**config.mk**
```make
export PLATFORM = sky130hd
export DESIGN_NAME = ellipse_fill_span_generator_flat
export DESIGN_NICKNAME = d
export VERILOG_FILES = /design/src/sv/efsg_pkg.sv /design/src/sv/efsg_if.sv /design/src/sv/efsg_ctrl.sv /design/src/sv/efsg_datapath.sv /design/src/sv/ellipse_fill_span_generator.sv /design/src/flat_wrapper.sv
export SDC_FILE = /design/constraint.sdc
export NUM_CORES = 2
export LEC_CHECK = 0
export BUFFER_PORTS_ARGS = -buffer_cell sky130_fd_sc_hd__buf_2
export CORE_MARGIN = 4
export CORE_UTILIZATION = 27
export DETAILED_ROUTE_END_ITERATION = 7
export GPL_TIMING_DRIVEN = 0
export PLACE_DENSITY = 0.53
export SETUP_SLACK_MARGIN = 0.4
export SYNTH_ARGS = -nofsm -noshare
export SYNTH_HDL_FRONTEND = slang
export SYNTH_SLANG_ARGS = --single-unit
```
**constraint.sdc**
```tcl
create_clock -name clk_i -period 33.9 [get_ports clk_i]
set_input_delay 0 -clock clk_i [delete_from_list [all_inputs] [get_ports clk_i]]
set_output_delay 0 -clock clk_i [all_outputs]
set_load 0.005 [all_outputs]
```
**src/sv/efsg_pkg.sv**
```systemverilog
// Shared constants, command and status types of the ellipse fill span generator.
`default_nettype none

package efsg_pkg;

  // Geometry limits.
  localparam int unsigned MaxDim     = 31;
  localparam int unsigned MaxResults = 33;
  localparam int unsigned ThinLim    = 3;

  // Field and datapath widths.
  localparam int unsigned CoordW = 16;  // signed coordinates, wrap at 16 bits
  localparam int unsigned SizeW  = 15;  // box and span sizes
  localparam int unsigned HalfW  = 14;  // half axes a and b
  localparam int unsigned SqW    = 2 * HalfW;  // a*a and b*b
  localparam int unsigned PosW   = 16;  // walk position along x, may pass a
  localparam int unsigned ErrW   = 40;  // midpoint error terms, signed
  localparam int unsigned CntW   = $clog2(MaxResults + 1);

  // Operand selection of the shared multiplier.
  typedef enum logic [1:0] {
    MUL_IDLE,
    MUL_A2,
    MUL_B2,
    MUL_AB
  } mul_op_e;

  // Which rectangle the output register is loaded with.
  typedef enum logic [2:0] {
    EMIT_SINGLE,
    EMIT_CENTER,
    EMIT_RUN_TOP,
    EMIT_RUN_BOT,
    EMIT_TAIL_TOP,
    EMIT_TAIL_BOT
  } emit_kind_e;

  typedef struct packed {
    logic       load;
    mul_op_e    mul_op;
    logic       init;
    logic       step;
    logic       clr_pending;
    logic       emit;
    emit_kind_e emit_kind;
    logic       last;
  } cmd_t;

  typedef struct packed {
    logic over;
    logic thin;
    logic wodd;
    logic loop_done;
    logic flush_needed;
    logic tail_needed;
    logic out_free;
  } sts_t;

endpackage

`default_nettype wire

```
**src/sv/efsg_if.sv**
```systemverilog
// Valid/ready channel interfaces for boxes in and fill rectangles out.
`default_nettype none

interface efsg_box_if;
  logic               valid;
  logic               ready;
  logic signed [15:0] box_x;
  logic signed [15:0] box_y;
  logic        [14:0] box_width;
  logic        [14:0] box_height;

  modport source (output valid, box_x, box_y, box_width, box_height, input ready);
  modport sink   (input valid, box_x, box_y, box_width, box_height, output ready);
endinterface

interface efsg_span_if;
  logic               valid;
  logic               ready;
  logic signed [15:0] span_x;
  logic signed [15:0] span_y;
  logic        [14:0] span_width;
  logic        [14:0] span_height;
  logic               last_span;
  logic               oversize;

  modport source (output valid, span_x, span_y, span_width, span_height, last_span,
                  oversize, input ready);
  modport sink   (input valid, span_x, span_y, span_width, span_height, last_span,
                  oversize, output ready);
endinterface

`default_nettype wire

```
**src/sv/efsg_ctrl.sv**
```systemverilog
// Sequencer of the ellipse fill span generator: setup, midpoint walk and emission.
`default_nettype none

module efsg_ctrl (
  input  wire logic          clk_i,
  input  wire logic          rst_ni,
  input  wire logic          box_valid_i,
  output logic               box_ready_o,
  input  wire efsg_pkg::sts_t sts_i,
  output efsg_pkg::cmd_t     cmd_o
);

  localparam logic [3:0] S_IDLE     = 4'd0;
  localparam logic [3:0] S_MUL_A    = 4'd1;
  localparam logic [3:0] S_MUL_B    = 4'd2;
  localparam logic [3:0] S_MUL_AB   = 4'd3;
  localparam logic [3:0] S_INIT     = 4'd4;
  localparam logic [3:0] S_SINGLE   = 4'd5;
  localparam logic [3:0] S_CENTER   = 4'd6;
  localparam logic [3:0] S_LOOP     = 4'd7;
  localparam logic [3:0] S_RUN_TOP  = 4'd8;
  localparam logic [3:0] S_RUN_BOT  = 4'd9;
  localparam logic [3:0] S_FIN_TOP  = 4'd10;
  localparam logic [3:0] S_FIN_BOT  = 4'd11;
  localparam logic [3:0] S_TAIL_TOP = 4'd12;
  localparam logic [3:0] S_TAIL_BOT = 4'd13;

  localparam int unsigned CW = efsg_pkg::CntW;

  logic [3:0]    state_q, state_d;
  logic [CW-1:0] cnt_q, cnt_d;
  logic          cap;

  // The result that reaches the output limit closes the box.
  assign cap = (cnt_q == CW'(efsg_pkg::MaxResults - 1));

  always_comb begin
    state_d           = state_q;
    cnt_d             = cnt_q;
    box_ready_o       = 1'b0;
    cmd_o             = '0;
    cmd_o.mul_op      = efsg_pkg::MUL_IDLE;
    cmd_o.emit_kind   = efsg_pkg::EMIT_SINGLE;

    case (state_q)
      S_IDLE: begin
        box_ready_o = 1'b1;
        if (box_valid_i) begin
          cmd_o.load = 1'b1;
          cnt_d      = '0;
          state_d    = S_MUL_A;
        end
      end
      S_MUL_A: begin
        cmd_o.mul_op = efsg_pkg::MUL_A2;
        state_d      = (sts_i.over || sts_i.thin) ? S_SINGLE : S_MUL_B;
      end
      S_MUL_B: begin
        cmd_o.mul_op = efsg_pkg::MUL_B2;
        state_d      = S_MUL_AB;
      end
      S_MUL_AB: begin
        cmd_o.mul_op = efsg_pkg::MUL_AB;
        state_d      = S_INIT;
      end
      S_INIT: begin
        cmd_o.init = 1'b1;
        state_d    = sts_i.wodd ? S_LOOP : S_CENTER;
      end
      S_SINGLE: begin
        if (sts_i.out_free) begin
          cmd_o.emit      = 1'b1;
          cmd_o.emit_kind = efsg_pkg::EMIT_SINGLE;
          cmd_o.last      = 1'b1;
          state_d         = S_IDLE;
        end
      end
      S_CENTER: begin
        if (sts_i.out_free) begin
          cmd_o.emit      = 1'b1;
          cmd_o.emit_kind = efsg_pkg::EMIT_CENTER;
          cnt_d           = cnt_q + 1'b1;
          state_d         = S_LOOP;
        end
      end
      S_LOOP: begin
        if (sts_i.loop_done) begin
          state_d = S_FIN_TOP;
        end else if (sts_i.flush_needed) begin
          state_d = S_RUN_TOP;
        end else begin
          cmd_o.step = 1'b1;
        end
      end
      S_RUN_TOP, S_FIN_TOP: begin
        if (sts_i.out_free) begin
          cmd_o.emit      = 1'b1;
          cmd_o.emit_kind = efsg_pkg::EMIT_RUN_TOP;
          cmd_o.last      = cap;
          cnt_d           = cnt_q + 1'b1;
          if (cap) begin
            state_d = S_IDLE;
          end else begin
            state_d = (state_q == S_RUN_TOP) ? S_RUN_BOT : S_FIN_BOT;
          end
        end
      end
      S_RUN_BOT: begin
        if (sts_i.out_free) begin
          cmd_o.emit        = 1'b1;
          cmd_o.emit_kind   = efsg_pkg::EMIT_RUN_BOT;
          cmd_o.clr_pending = 1'b1;
          cmd_o.last        = cap;
          cnt_d             = cnt_q + 1'b1;
          state_d           = cap ? S_IDLE : S_LOOP;
        end
      end
      S_FIN_BOT: begin
        if (sts_i.out_free) begin
          cmd_o.emit      = 1'b1;
          cmd_o.emit_kind = efsg_pkg::EMIT_RUN_BOT;
          cmd_o.last      = cap || !sts_i.tail_needed;
          cnt_d           = cnt_q + 1'b1;
          state_d         = (cap || !sts_i.tail_needed) ? S_IDLE : S_TAIL_TOP;
        end
      end
      S_TAIL_TOP: begin
        if (sts_i.out_free) begin
          cmd_o.emit      = 1'b1;
          cmd_o.emit_kind = efsg_pkg::EMIT_TAIL_TOP;
          cmd_o.last      = cap;
          cnt_d           = cnt_q + 1'b1;
          state_d         = cap ? S_IDLE : S_TAIL_BOT;
        end
      end
      S_TAIL_BOT: begin
        if (sts_i.out_free) begin
          cmd_o.emit      = 1'b1;
          cmd_o.emit_kind = efsg_pkg::EMIT_TAIL_BOT;
          cmd_o.last      = 1'b1;
          cnt_d           = cnt_q + 1'b1;
          state_d         = S_IDLE;
        end
      end
      default: begin
        state_d = S_IDLE;
      end
    endcase
  end

  always_ff @(posedge clk_i or negedge rst_ni) begin
    if (!rst_ni) begin
      state_q <= S_IDLE;
      cnt_q   <= '0;
    end else begin
      state_q <= state_d;
      cnt_q   <= cnt_d;
    end
  end

endmodule

`default_nettype wire

```
**src/sv/efsg_datapath.sv**
```systemverilog
// Datapath: box registers, shared multiplier, midpoint walk and output register.
`default_nettype none

module efsg_datapath (
  input  wire logic               clk_i,
  input  wire logic               rst_ni,
  input  wire efsg_pkg::cmd_t     cmd_i,
  output efsg_pkg::sts_t          sts_o,
  input  wire logic signed [15:0] box_x_i,
  input  wire logic signed [15:0] box_y_i,
  input  wire logic        [14:0] box_width_i,
  input  wire logic        [14:0] box_height_i,
  input  wire logic               span_ready_i,
  output logic                    span_valid_o,
  output logic signed [15:0]      span_x_o,
  output logic signed [15:0]      span_y_o,
  output logic        [14:0]      span_width_o,
  output logic        [14:0]      span_height_o,
  output logic                    last_span_o,
  output logic                    oversize_o
);

  localparam int unsigned EW = efsg_pkg::ErrW;
  localparam int unsigned CW = efsg_pkg::CoordW;
  localparam int unsigned ZW = efsg_pkg::SizeW;
  localparam int unsigned HW = efsg_pkg::HalfW;
  localparam int unsigned QW = efsg_pkg::SqW;
  localparam int unsigned PW = efsg_pkg::PosW;

  // Box registers.
  logic [CW-1:0] bx_q, by_q;
  logic [ZW-1:0] w_q, h_q;
  logic [HW-1:0] a, b;

  // Setup products.
  logic [QW-1:0]        a2_q, b2_q;
  logic signed [EW-1:0] ab_q;
  logic [QW-1:0]        mul_l;
  logic [HW-1:0]        mul_r;
  logic [QW+HW-1:0]     prod;

  // Walk state.
  logic signed [EW-1:0] et_q, sx_q, sy_q, p_q, q_q, xcrit_q, ycrit_q;
  logic [PW-1:0]        pos_x_q, rhw_q;
  logic [HW-1:0]        pos_y_q, rtop_q, rh_q;
  logic                 pending_q;

  logic signed [EW-1:0] a2_s, b2_s, a3_s, b3_s, d2x, d2y;
  logic                 go_x, go_y;

  // Output register.
  logic                 out_valid_q;
  logic [CW-1:0]        ox_q, oy_q, ox_d, oy_d;
  logic [ZW-1:0]        ow_q, oh_q, ow_d, oh_d;
  logic                 olast_q, oover_q, oover_d;

  logic [CW-1:0] a16, b16, cx, cy, hodd16, rtop16, rh16, py16, hw2, a2x;

  assign a = w_q[ZW-1:1];
  assign b = h_q[ZW-1:1];

  always_ff @(posedge clk_i) begin
    if (cmd_i.load) begin
      bx_q <= box_x_i;
      by_q <= box_y_i;
      w_q  <= box_width_i;
      h_q  <= box_height_i;
    end
  end

  // One shared multiplier, one product per setup cycle.
  always_comb begin
    case (cmd_i.mul_op)
      efsg_pkg::MUL_A2: begin
        mul_l = QW'(a);
        mul_r = a;
      end
      efsg_pkg::MUL_B2: begin
        mul_l = QW'(b);
        mul_r = b;
      end
      efsg_pkg::MUL_AB: begin
        mul_l = a2_q;
        mul_r = b;
      end
      default: begin
        mul_l = '0;
        mul_r = '0;
      end
    endcase
  end

  assign prod = mul_l * mul_r;

  always_ff @(posedge clk_i) begin
    if (cmd_i.mul_op == efsg_pkg::MUL_A2) a2_q <= prod[QW-1:0];
    if (cmd_i.mul_op == efsg_pkg::MUL_B2) b2_q <= prod[QW-1:0];
    if (cmd_i.mul_op == efsg_pkg::MUL_AB) ab_q <= signed'(prod[EW-1:0]);
  end

  assign a2_s = signed'(EW'(a2_q));
  assign b2_s = signed'(EW'(b2_q));
  assign a3_s = (a2_s <<< 1) + a2_s;
  assign b3_s = (b2_s <<< 1) + b2_s;
  assign d2x  = b2_s <<< 1;
  assign d2y  = a2_s <<< 1;

  // p tracks a2*pos_y and q tracks b2*pos_x, so the walk needs no multiplier.
  assign go_x = (et_q + p_q) < xcrit_q;
  assign go_y = (et_q - q_q) >= ycrit_q;

  always_ff @(posedge clk_i) begin
    if (cmd_i.init) begin
      et_q    <= b2_s + a2_s - (ab_q <<< 1);
      sx_q    <= b3_s;
      sy_q    <= a3_s - (ab_q <<< 1);
      xcrit_q <= (a3_s >>> 2) + EW'(1);
      ycrit_q <= (b3_s >>> 2) + EW'(1);
      p_q     <= ab_q;
      q_q     <= '0;
      pos_x_q <= '0;
      pos_y_q <= b;
      rhw_q   <= '0;
      rtop_q  <= '0;
      rh_q    <= '0;
    end else if (cmd_i.step) begin
      if (pending_q) begin
        rh_q <= rh_q + 1'b1;
      end else if (!go_x) begin
        rhw_q  <= pos_x_q;
        rtop_q <= pos_y_q;
        rh_q   <= HW'(1);
      end
      if (go_x) begin
        pos_x_q <= pos_x_q + 1'b1;
        q_q     <= q_q + b2_s;
        et_q    <= et_q + sx_q;
        sx_q    <= sx_q + d2x;
      end else if (go_y) begin
        pos_y_q <= pos_y_q - 1'b1;
        p_q     <= p_q - a2_s;
        et_q    <= et_q + sy_q;
        sy_q    <= sy_q + d2y;
      end else begin
        pos_x_q <= pos_x_q + 1'b1;
        pos_y_q <= pos_y_q - 1'b1;
        q_q     <= q_q + b2_s;
        p_q     <= p_q - a2_s;
        et_q    <= et_q + sx_q + sy_q;
        sx_q    <= sx_q + d2x;
        sy_q    <= sy_q + d2y;
      end
    end
  end

  always_ff @(posedge clk_i or negedge rst_ni) begin
    if (!rst_ni) begin
      pending_q <= 1'b0;
    end else if (cmd_i.init || cmd_i.clr_pending) begin
      pending_q <= 1'b0;
    end else if (cmd_i.step && !go_x) begin
      pending_q <= 1'b1;
    end
  end

  // Rectangle geometry, all coordinates wrap at 16 bits.
  assign a16    = CW'(a);
  assign b16    = CW'(b);
  assign cx     = bx_q + a16;
  assign cy     = by_q + b16;
  assign hodd16 = CW'(h_q[0]);
  assign rtop16 = CW'(rtop_q);
  assign rh16   = CW'(rh_q);
  assign py16   = CW'(pos_y_q);
  assign hw2    = CW'({rhw_q[PW-2:0], w_q[0]});
  assign a2x    = CW'({a16[CW-2:0], w_q[0]});

  always_comb begin
    ox_d    = '0;
    oy_d    = '0;
    ow_d    = '0;
    oh_d    = '0;
    oover_d = 1'b0;
    case (cmd_i.emit_kind)
      efsg_pkg::EMIT_SINGLE: begin
        if (!sts_o.over) begin
          ox_d = bx_q;
          oy_d = by_q;
          ow_d = w_q;
          oh_d = h_q;
        end
        oover_d = sts_o.over;
      end
      efsg_pkg::EMIT_CENTER: begin
        ox_d = cx - CW'(1);
        oy_d = cy - b16;
        ow_d = ZW'(2);
        oh_d = h_q;
      end
      efsg_pkg::EMIT_RUN_TOP: begin
        ox_d = cx - rhw_q;
        oy_d = cy - rtop16;
        ow_d = hw2[ZW-1:0];
        oh_d = ZW'(rh_q);
      end
      efsg_pkg::EMIT_RUN_BOT: begin
        ox_d = cx - rhw_q;
        oy_d = cy + rtop16 + hodd16 - rh16;
        ow_d = hw2[ZW-1:0];
        oh_d = ZW'(rh_q);
      end
      efsg_pkg::EMIT_TAIL_TOP: begin
        ox_d = cx - a16;
        oy_d = cy - py16;
        ow_d = a2x[ZW-1:0];
        oh_d = ZW'(1);
      end
      efsg_pkg::EMIT_TAIL_BOT: begin
        ox_d = cx - a16;
        oy_d = cy + py16 - CW'(1) + hodd16;
        ow_d = a2x[ZW-1:0];
        oh_d = ZW'(1);
      end
      default: begin
        oover_d = 1'b0;
      end
    endcase
  end

  always_ff @(posedge clk_i or negedge rst_ni) begin
    if (!rst_ni) begin
      out_valid_q <= 1'b0;
    end else if (cmd_i.emit) begin
      out_valid_q <= 1'b1;
    end else if (span_ready_i) begin
      out_valid_q <= 1'b0;
    end
  end

  always_ff @(posedge clk_i) begin
    if (cmd_i.emit) begin
      ox_q    <= ox_d;
      oy_q    <= oy_d;
      ow_q    <= ow_d;
      oh_q    <= oh_d;
      olast_q <= cmd_i.last;
      oover_q <= oover_d;
    end
  end

  assign span_valid_o  = out_valid_q;
  assign span_x_o      = signed'(ox_q);
  assign span_y_o      = signed'(oy_q);
  assign span_width_o  = ow_q;
  assign span_height_o = oh_q;
  assign last_span_o   = olast_q;
  assign oversize_o    = oover_q;

  assign sts_o.over         = (w_q > ZW'(efsg_pkg::MaxDim)) && (h_q > ZW'(efsg_pkg::MaxDim));
  assign sts_o.thin         = (w_q < ZW'(efsg_pkg::ThinLim)) || (h_q < ZW'(efsg_pkg::ThinLim));
  assign sts_o.wodd         = w_q[0];
  assign sts_o.loop_done    = (pos_y_q == '0);
  assign sts_o.flush_needed = pending_q && (rhw_q != pos_x_q);
  assign sts_o.tail_needed  = (pos_x_q <= PW'(a));
  assign sts_o.out_free     = !out_valid_q || span_ready_i;

endmodule

`default_nettype wire

```
**src/sv/ellipse_fill_span_generator.sv**
```systemverilog
// Top level of the ellipse fill span generator: sequencer plus datapath.
//
// Usage: one bounding box is transferred on box_i (valid/ready). The block
// answers on span_o with the filled rectangles that cover the solid ellipse
// inscribed in the box, one transfer per rectangle, the final one flagged by
// last_span. A box with both sides above 31 gives a single result flagged
// oversize with zero geometry; a box with a side below 3 comes back whole.
// Flow: a degenerate box goes from S_MUL_A straight to its single emission.
// An ordinary box passes the setup states S_MUL_A, S_MUL_B and S_MUL_AB,
// all on the shared multiplier, and S_INIT, then the steps of the midpoint
// walk, about a + b steps for half axes a and b, plus one emission per
// rectangle, at most 33, and a pass through S_LOOP without a step each time
// a merged run is closed or the walk ends. The block takes one box at a
// time, so the next box is taken only once the last rectangle of the
// current one is in the output register. That register stays put while
// the receiver stalls and the sequencer holds its emission state until
// the slot frees up. Reset clears the sequencer, the output valid and the
// merge flag; the block is then idle and ready for a box.
`default_nettype none

module ellipse_fill_span_generator (
  input  wire logic     clk_i,
  input  wire logic     rst_ni,
  efsg_box_if.sink      box_i,
  efsg_span_if.source   span_o
);

  efsg_pkg::cmd_t cmd;
  efsg_pkg::sts_t sts;

  // The sequencer decides what happens each cycle; the datapath only obeys.
  efsg_ctrl u_ctrl (
    .clk_i       (clk_i),
    .rst_ni      (rst_ni),
    .box_valid_i (box_i.valid),
    .box_ready_o (box_i.ready),
    .sts_i       (sts),
    .cmd_o       (cmd)
  );

  efsg_datapath u_datapath (
    .clk_i         (clk_i),
    .rst_ni        (rst_ni),
    .cmd_i         (cmd),
    .sts_o         (sts),
    .box_x_i       (box_i.box_x),
    .box_y_i       (box_i.box_y),
    .box_width_i   (box_i.box_width),
    .box_height_i  (box_i.box_height),
    .span_ready_i  (span_o.ready),
    .span_valid_o  (span_o.valid),
    .span_x_o      (span_o.span_x),
    .span_y_o      (span_o.span_y),
    .span_width_o  (span_o.span_width),
    .span_height_o (span_o.span_height),
    .last_span_o   (span_o.last_span),
    .oversize_o    (span_o.oversize)
  );

endmodule

`default_nettype wire

```
**src/flat_wrapper.sv**
```systemverilog
// flat-port wrapper written by rule: the top's interface ports become plain ports
module ellipse_fill_span_generator_flat 
  (clk_i, rst_ni, box_i_valid, box_i_box_x, box_i_box_y, box_i_box_width, box_i_box_height, box_i_ready, span_o_valid, span_o_span_x, span_o_span_y, span_o_span_width, span_o_span_height, span_o_last_span, span_o_oversize, span_o_ready);
  efsg_box_if box_i_i ();
  efsg_span_if span_o_i ();
  input  wire logic clk_i;
  input  wire logic rst_ni;
  input wire logic [$bits(box_i_i.valid)-1:0] box_i_valid;
  input wire logic [$bits(box_i_i.box_x)-1:0] box_i_box_x;
  input wire logic [$bits(box_i_i.box_y)-1:0] box_i_box_y;
  input wire logic [$bits(box_i_i.box_width)-1:0] box_i_box_width;
  input wire logic [$bits(box_i_i.box_height)-1:0] box_i_box_height;
  output wire logic [$bits(box_i_i.ready)-1:0] box_i_ready;
  output wire logic [$bits(span_o_i.valid)-1:0] span_o_valid;
  output wire logic [$bits(span_o_i.span_x)-1:0] span_o_span_x;
  output wire logic [$bits(span_o_i.span_y)-1:0] span_o_span_y;
  output wire logic [$bits(span_o_i.span_width)-1:0] span_o_span_width;
  output wire logic [$bits(span_o_i.span_height)-1:0] span_o_span_height;
  output wire logic [$bits(span_o_i.last_span)-1:0] span_o_last_span;
  output wire logic [$bits(span_o_i.oversize)-1:0] span_o_oversize;
  input wire logic [$bits(span_o_i.ready)-1:0] span_o_ready;
  assign box_i_i.valid = box_i_valid;
  assign box_i_i.box_x = box_i_box_x;
  assign box_i_i.box_y = box_i_box_y;
  assign box_i_i.box_width = box_i_box_width;
  assign box_i_i.box_height = box_i_box_height;
  assign box_i_ready = box_i_i.ready;
  assign span_o_valid = span_o_i.valid;
  assign span_o_span_x = span_o_i.span_x;
  assign span_o_span_y = span_o_i.span_y;
  assign span_o_span_width = span_o_i.span_width;
  assign span_o_span_height = span_o_i.span_height;
  assign span_o_last_span = span_o_i.last_span;
  assign span_o_oversize = span_o_i.oversize;
  assign span_o_i.ready = span_o_ready;
  ellipse_fill_span_generator u_core (.clk_i(clk_i), .rst_ni(rst_ni), .box_i(box_i_i), .span_o(span_o_i));
endmodule
```
==> flow_summary.ini <==
[worst_setup_path]
worst-setup-path-type = reg -> reg
cp-end-kind = flop
cpMaxStageDelayCell = a2111oi_0
cp-startpoint = u_core.u_datapath.et_q[1]
critical_path_required_ns = 34.33
crit_path_frequent_cell = o21ai_0
cpPeakStageDelay_ns = 1.00
critPathMaxFanout = 10
arrival_ns = 12.47
crit_path_start_kind = flop
rr_startpoint = u_core.u_datapath.et_q[1]

[yosys]
synthesis.nets = 8177
ys_seq_elements = 566
synth-seq-area-share_pct = 25.8
ys_warn_count = 0
synth_edf_count = 454
synth_area_leaders = edfxtp_1 22%, ha_1 14%, fa_1 11%
ys.flop_type = edfxtp_1
ys_types = 88
async_reset_ff_share_pct = 2.12
synth_cells = 7085
avgSynthCellArea_um2 = 8.73
synth_top_area_cell = edfxtp_1
syn_area_um2 = 61900
yosys.area.top_type_share_pct = 22.0

[clock_network]
cts_root_buffer = clkbuf_16
cts-resized-gates = 0
clockBufferDepth = 3
clock_latency_ns = 0.71
clkTransAtPathRegs_ns = 0.06
cts_buffers = 77
cts_tree = built
cts_max_level = 3
tritoncts_num_sinks = 566

[global_route]
grt_pass1_vias = 54300
gr-total-overflow = 0
grt_max_degree = 68
antenna_found_initial = 3
grt_pass1_wl_um = 337000
grt_usage_pct = 18.8

[timing]
finalSetupViolCount = 0
tightest_slew_ns = 1.54
fin_crit_sh_pct = 35.5
rsz0062_at_grt = no
hold_viol = 0
tns_ns = 0
timing.slew.headroom_pct = -2.89
fmax_mhz = 83.0
finClkSkew_ns = 0.0453
fin_crit_ns = 12.05
slew_violations = 22

[status]
violations = max-capacitance violations, max-slew violations
status = finished with violations

[drt]
drc = 0
wl_per_cell_um = 21.7
wirelength_um = 228000
vias_per_cell = 5.20
drtIter0Drc = 4879
ant_nets = 0
vias = 54700
drt-pass1-iter-count = 6

[min_path]
min-delay-start = box_i_box_x[14]
hp-class = in -> reg

[cells_and_area]
fin_nets = 8534
multi_input_area_um2 = 42600
seqCellArea_um2 = 15900
layout.cells.most_common = nand2_1
final_cell_mix = 814 x nand2_1, 720 x inv_1, 685 x ha_1, 590 x nor2_1, 563 x a21oi_1
syn_to_final_growth_pct = 13.9
drive_above_1_share_pct = 5.45
fillers = 23900

[run]
drv_cap = 2

[place]
port_buffers = 131
routabilityCongestion = 0.958
dpl.hpwl_um = 186000

[die]
ios = 132
fp.dieH_um = 487
fp-row-count = 175
core_area_um2 = 228000
die_w_um = 487
initial_utilization_pct = 27.2
die_area_um2 = 237000
## Yosys cell counts, drive strengths merged, types with 50 or more instances
library cell  count
nand2           816
inv             721
ha              685
nor2            591
a21oi           565
edfxtp          454
xnor2           371
o21ai           349
fa              341
xor2            215
a21o            191
clkbuf          155
nand3           152
nor3            143
dfxtp           100
nand2b           88
o21bai           72
o21a             70
nor2b            67
a211oi           62
and3             60
or3              55
and2             53
mux2             53
nand4            50
## routing by layer
layer	GRT usage (%)	vias up	part of all wire, %
li1	-	25600	-
met1	24.8	26900	43
met2	30.4	1857	45
met3	3.04	382	7.1
met4	7.73	0	4.6
met5	0	-	0
## sequential cells by signal, summed over array words and instances, names as in the netlist, 15 cells and up
register                         cells
u_core.u_datapath.ab_q              40
u_core.u_datapath.et_q              40
u_core.u_datapath.p_q               40
u_core.u_datapath.q_q               40
u_core.u_datapath.sx_q              40
u_core.u_datapath.sy_q              40
u_core.u_datapath.xcrit_q           29
u_core.u_datapath.ycrit_q           29
u_core.u_datapath.a2_q              28
u_core.u_datapath.b2_q              28
u_core.u_datapath.bx_q              16
u_core.u_datapath.by_q              16
u_core.u_datapath.pos_x_q           16
u_core.u_datapath.rhw_q             16
u_core.u_datapath.span_x_o          16
u_core.u_datapath.span_y_o          16
u_core.u_datapath.h_q               15
u_core.u_datapath.span_height_o     15
u_core.u_datapath.span_width_o      15
u_core.u_datapath.w_q               15
## worst max-delay path: cells and delay by family, from the launching register on
kind | cells | cell delay, ns
buf+inv | 2 | 1.08
compound gates | 20 | 6.41
fa+ha+maj | 3 | 0.99
simple gates | 11 | 2.00
flops | 1 | 0.58
mux | 1 | 0.39
xor+xnor | 2 | 0.25
## kinds of logic after synthesis
family,after synthesis,share of synthesized area (%)
adder cells (fa/ha/maj),1026,24.9
flip-flops,566,25.8
AND/OR/NAND/NOR,2186,16.0
multiplexers,96,1.66
buffers and inverters,907,5.57
AO/OA/AOI/OAI,1718,17.8
XOR/XNOR,586,8.30
## metrics by stage
stage / util [%] / setup WS [ns] / cells / hold WS [ns] / area, um2
2_1_floorplan: - / 22.64 / 7085 / -0.296 / 61900
3_3_place_gp: 29.1 / 15.59 / 10200 / -0.0944 / 66300
3_5_place_dp: 29.3 / 21.98 / 10200 / -0.0894 / 66800
4_1_cts: 31.0 / 21.84 / 10500 / 0.00145 / 70500
5_1_grt: 31.0 / 21.33 / 10500 / 0.0200 / 70500
6_report: 31.0 / 21.85 / 10500 / 0.0449 / 70500
## area by class of cell
| type | instances | share of cell area, % |
|---|---|---|
| Inverter | 722 | 3.85 |
| Antenna cell | 4 | 0.0142 |
| Timing Repair Buffer | 278 | 3.21 |
| Multi-Input combinational cell | 5612 | 60.4 |
| Sequential cell | 566 | 22.6 |
| Buffer | 185 | 1.06 |
| Clock inverter | 33 | 0.433 |
| Clock buffer | 107 | 3.08 |
| Tap cell | 3009 | 5.34 |
## path summary, 6_finish.rpt
| path | end | slack [ns] | cells after the start |
|---|---|---|---|
| max | u_core.u_datapath.et_q[39] | 21.85 | 39 |
| min | u_core.u_datapath.bx_q[14] | 0.04 | 2 |
| max reg2reg | u_core.u_datapath.et_q[39] | 21.85 | 39 |
| min reg2reg | u_core.u_datapath.q_q[38] | 0.48 | 2 |
| max in group asynchronous | u_core.u_ctrl.state_q[1] | 33.08 | 3 |
| min in group asynchronous | u_core.u_ctrl.cnt_q[3] | 0.42 | 3 |
## repair_timing
item | CTS | global route
buffers inserted | 0 | 0
hold buffers | 124 | 0
endpoints found under the hold margin | 80 | 0
Power is left out: the tool's default activity adds up to more than one toggle a clock period on the data nets, which glitch-free logic cannot reach.
